--- src/hdl/bhfs_pkg.sv ---
package bhfs_pkg;

    localparam int BYTE_W   = 8;
    localparam int DCNT_W   = 9;
    localparam int TOTAL_W  = 40;
    localparam int OUT_WT_W = 32;

    typedef enum logic [1:0] {
        OP_COUNT   = 2'd0,
        OP_RESTART = 2'd1,
        OP_READ    = 2'd2,
        OP_CLEAR   = 2'd3
    } bhfs_op_t;

    typedef struct packed {
        bhfs_op_t            op;
        logic [BYTE_W-1:0]   byte_value;
    } bhfs_in_t;

    typedef struct packed {
        logic                entry_valid;
        logic [BYTE_W-1:0]   symbol;
        logic [OUT_WT_W-1:0] weight;
        logic [DCNT_W-1:0]   distinct_count;
        logic [TOTAL_W-1:0]  total_count;
    } bhfs_out_t;

    // Request to the weight memory for one cycle.
    typedef struct packed {
        logic count;   // read-modify-write of a counted byte
        logic fresh;   // first sighting: write 1, ignore read data
        logic lookup;  // plain read for the readout
    } bhfs_wt_cmd_t;

endpackage

--- src/hdl/bhfs_order_mem.sv ---
module bhfs_order_mem
    import bhfs_pkg::*;
#(
    parameter int SYMBOL_COUNT = 256,
    localparam int SYM_W = (SYMBOL_COUNT > 1) ? $clog2(SYMBOL_COUNT) : 1
)
(
    input  logic             clk,
    input  logic             wr_en,
    input  logic [SYM_W-1:0] wr_addr,
    input  logic [SYM_W-1:0] wr_data,
    input  logic             rd_en,
    input  logic [SYM_W-1:0] rd_addr,
    output logic [SYM_W-1:0] rd_data
);

    logic [SYM_W-1:0] mem [SYMBOL_COUNT];
    logic [SYM_W-1:0] rd_data_reg;

    always_ff @(posedge clk)
    begin
        if (wr_en)
        begin
            mem[wr_addr] <= wr_data;
        end
        if (rd_en)
        begin
            rd_data_reg <= mem[rd_addr];
        end
    end

    assign rd_data = rd_data_reg;

endmodule

--- config.mk ---
export PLATFORM = sky130hd
export DESIGN_NAME = bhfs_order_mem
export DESIGN_NICKNAME = d
export VERILOG_FILES = /design/src/hdl/bhfs_pkg.sv /design/src/hdl/bhfs_order_mem.sv
export SDC_FILE = /design/constraint.sdc
export NUM_CORES = 2
export LEC_CHECK = 0
export BUFFER_PORTS_ARGS = -buffer_cell sky130_fd_sc_hd__buf_2
export CORE_MARGIN = 4
export CORE_UTILIZATION = 50
export DETAILED_ROUTE_END_ITERATION = 16
export GPL_TIMING_DRIVEN = 0
export PLACE_DENSITY_LB_ADDON = 0.2
export SLEW_MARGIN = 20
export SYNTH_ARGS = -nofsm -noshare
export SYNTH_HDL_FRONTEND = slang
export SYNTH_SLANG_ARGS = --single-unit
--- constraint.sdc ---
create_clock -name clk -period 2.6 [get_ports clk]
set_input_delay 0 -clock clk [delete_from_list [all_inputs] [get_ports clk]]
set_output_delay 0 -clock clk [all_outputs]
set_load 0.05 [all_outputs]
==> qor.txt <==
CTS tree = yes
CTS Sinks = 2,056
top post-synthesis cells by area = edfxtp_1, mux4_2, mux2i_1, nor2_1, a22oi_1
layout cells sized above 1 = 24.34%
fin area = 90,270 sq um
critical path start-end classification = input pin to flip-flop
PortBufs = 27
Buffers & Inverters on Critical Path = 2
Slew headroom = 17.11%
post-layout min period = 2.808 ns
vias in the first global route = 40,270
Netlist cell types = 54
DPL Wire Length = 163,600 um
Req. time, crit path = 3.03 ns
worst slew pin tran = 1.239 ns
reg-to-reg setup timing slack = -0.08 ns
CP max FO = 10
Main synth FF type = edfxtp_1
most frequent cell on the critical path = nor2_1
Cells after Synth = 3,733
P&R area growth vs syn = 13.35%
# Post-CTS Setup Buffers = 0
drt via density = 6.672
TritonCTS Buffers = 202
Synth async-reset ratio = 0%
Yosys reg bits = 2,056
Core Area = 158,400 sq um
Slew Limit Fails = 0
fmax = 356.1 MHz
Total Wirelength = 240,000 um
leak pwr = 27.89 nW
Mapped Area = 79,640 sq um
DIE HEIGHT = 407.1 um
Slowest cell on crit path = nor2_1
IO Count = 35
GPL Wtd Cong = 0.9410
gr usage total = 29.19%
final worst slack = -0.2080 ns
Die W = 407.1 um
Tcrit/Tclk final = 108.0%
post-synth top area cell = edfxtp_1
htree depth = 4
critical path launch point type = input pin
row count = 146
Worst Hold Class = input pin to flip-flop
PD cells = 760.2 nW/um^2
cell with the most instances after synthesis = edfxtp_1
Post-synth top cells = edfxtp_1, mux4_2, nor2_1
Clock Tree Buf Depth = 3
Ys Warns = 0
Die ar. = 165,700 sq um
Yosys top cell area share = 77.53%
Final Hold Fails = 0
sequential share of the synthesized area = 77.53%
worst endpoint data arrival time = 3.24 ns
clk root buf = clkbuf_16
antenna violations before repair = 16
Initial Util = 50.28%
total gr overflow = 0
Peak VDD IR = 766.8 uV
largest net degree at the start of global routing = 127
drt drc = 0
clock latency on the worst-skew pair = 0.82 ns
dpl cell area = 83,420 sq um
status = finished, violations left
failing checks = negative setup slack
max reg flops = 2,048
Final nets = 4,036
Pre-antenna DRT Iters = 7
syn_area_per_cell = 21.33 sq um
max_cap viols = 0
worst clock skew = 0.03110 ns
RSZ-0062 raised after global routing = true
syn nets = 3,760
final hold slack = 0.07395 ns
final setup fails = 150
first-pass GRT wire length = 327,200 um
endpoint type of the worst setup path = flip-flop
Clock transition at path regs = 0.06 ns
crit-path cells = clkbuf_1 > nor2_1 > nand4_1 > clkbuf_2 > nor2_1
vias = 41,710
number of enable flip-flop cells after synthesis = 2,056
CP delay by family, top = simple AND/OR/NAND/NOR gates
starting DRC count in detailed routing = 7,100
Worst path max stage delay = 0.97 ns
Wirelength per Cell = 38.39 um
antenna viol nets, final = 0
-- final timing paths --
| check | cells after the start | to | start |
|---|---|---|---|
| max | 5 | mem[140][0] | wr_addr[1] |
| min | 3 | mem[192][3] | wr_addr[6] |
| max reg2reg | 6 | rd_data[6] | mem[82][6] |
| min reg2reg | 5 | rd_data[0] | mem[79][0] |
-- worst register-to-register path, delay by kind of cell, from the launching register on --
kind / cells / cell delay (ns)
AO/OA/AOI/OAI: 3 / 1.17
flip-flops: 1 / 0.37
multiplexers: 1 / 0.49
AND/OR/NAND/NOR: 2 / 0.34
-- power by group --
part	internal [mW]	switching [mW]	total, mW
sequential	36.6	0.0351	36.6
combinational	1.29	2.84	4.13
clock	15.6	12.3	27.9
-- what timing repair did --
| item | in CTS | in global routing |
|---|---|---|
| hold buffers | 11 | 0 |
| hold endpoints to repair | 1700 | 0 |
| pin swaps | 4 | 2 |
| gates resized for setup | 86 | 37 |
| setup endpoints to repair | 8 | 88 |
-- through the flow --
| step | utilization [%] | total power, mW | instances | setup WS, ns | setup TNS [ns] |
|---|---|---|---|---|---|
| after floorplan | - | 39.11 | 3733 | 0.5239 | 0 |
| after global placement | 52.00 | 41.15 | 5832 | -2.401 | -4463.63 |
| after detailed placement | 52.67 | 41.20 | 5867 | -1.891 | -477.81 |
| after CTS | 56.88 | 68.65 | 6242 | -0.02553 | -0.04314 |
| after global routing | 56.98 | 70.29 | 6242 | -0.1844 | -8.347 |
| final | 56.99 | 68.62 | 6252 | -0.2080 | -13.47 |
-- cells by family (layout without fill, tap and decap cells) --
group / after synthesis / after routing / share of synthesized area, %
other: 0 / 10 / 0
AO/OA/AOI/OAI: 385 / 385 / 3.416
buffers and inverters: 235 / 672 / 1.829
AND/OR/NAND/NOR: 466 / 466 / 2.625
flip-flops: 2056 / 2056 / 77.53
multiplexers: 591 / 591 / 14.60
-- metal layers --
layer	part of all wire (%)	GRT usage (%)	up-vias
li1	-	-	16300
met1	37	40.28	21980
met2	45	43.22	2882
met3	13	9.084	542
met4	5.0	12.98	12
met5	0.027	0	-
-- placed cells by master (no fill, tap or decap), drive strengths merged, types with 3 or more instances in the layout --
cell / count
o22ai: 28
nor4: 27
nand2: 33
o22a: 5
mux4: 456
nand3: 34
o211ai: 10
nand2b: 8
a2111oi: 5
or2: 4
clkbuf: 370
a22oi: 133
nand4: 10
o32ai: 5
a21oi: 96
dlygate4sd3: 11
inv: 8
a221oi: 14
a211oi: 16
nor2: 282
nor3: 22
o221ai: 47
buf: 176
clkdlybuf4s15: 4
and2: 6
edfxtp: 2056
nor2b: 31
a22o: 8
diode: 10
o21ai: 12
bufinv: 12
clkinvlp: 3
clkinv: 88
mux2i: 134
-- final cells by class --
| type | count | area [sq um] |
|---|---|---|
| antenna | 10 | 25.02 |
| buffer | 232 | 1574 |
| clock buffer | 256 | 5343 |
| clock inverter | 109 | 842.1 |
| fill | 11580 | 68110 |
| inverter | 2 | 7.507 |
| multi-input combinational | 1442 | 16930 |
| sequential | 2056 | 61740 |
| tap | 2072 | 2592 |
| timing repair buffer | 73 | 1210 |
No activity file was read; power rests on OpenSTA's default activity.
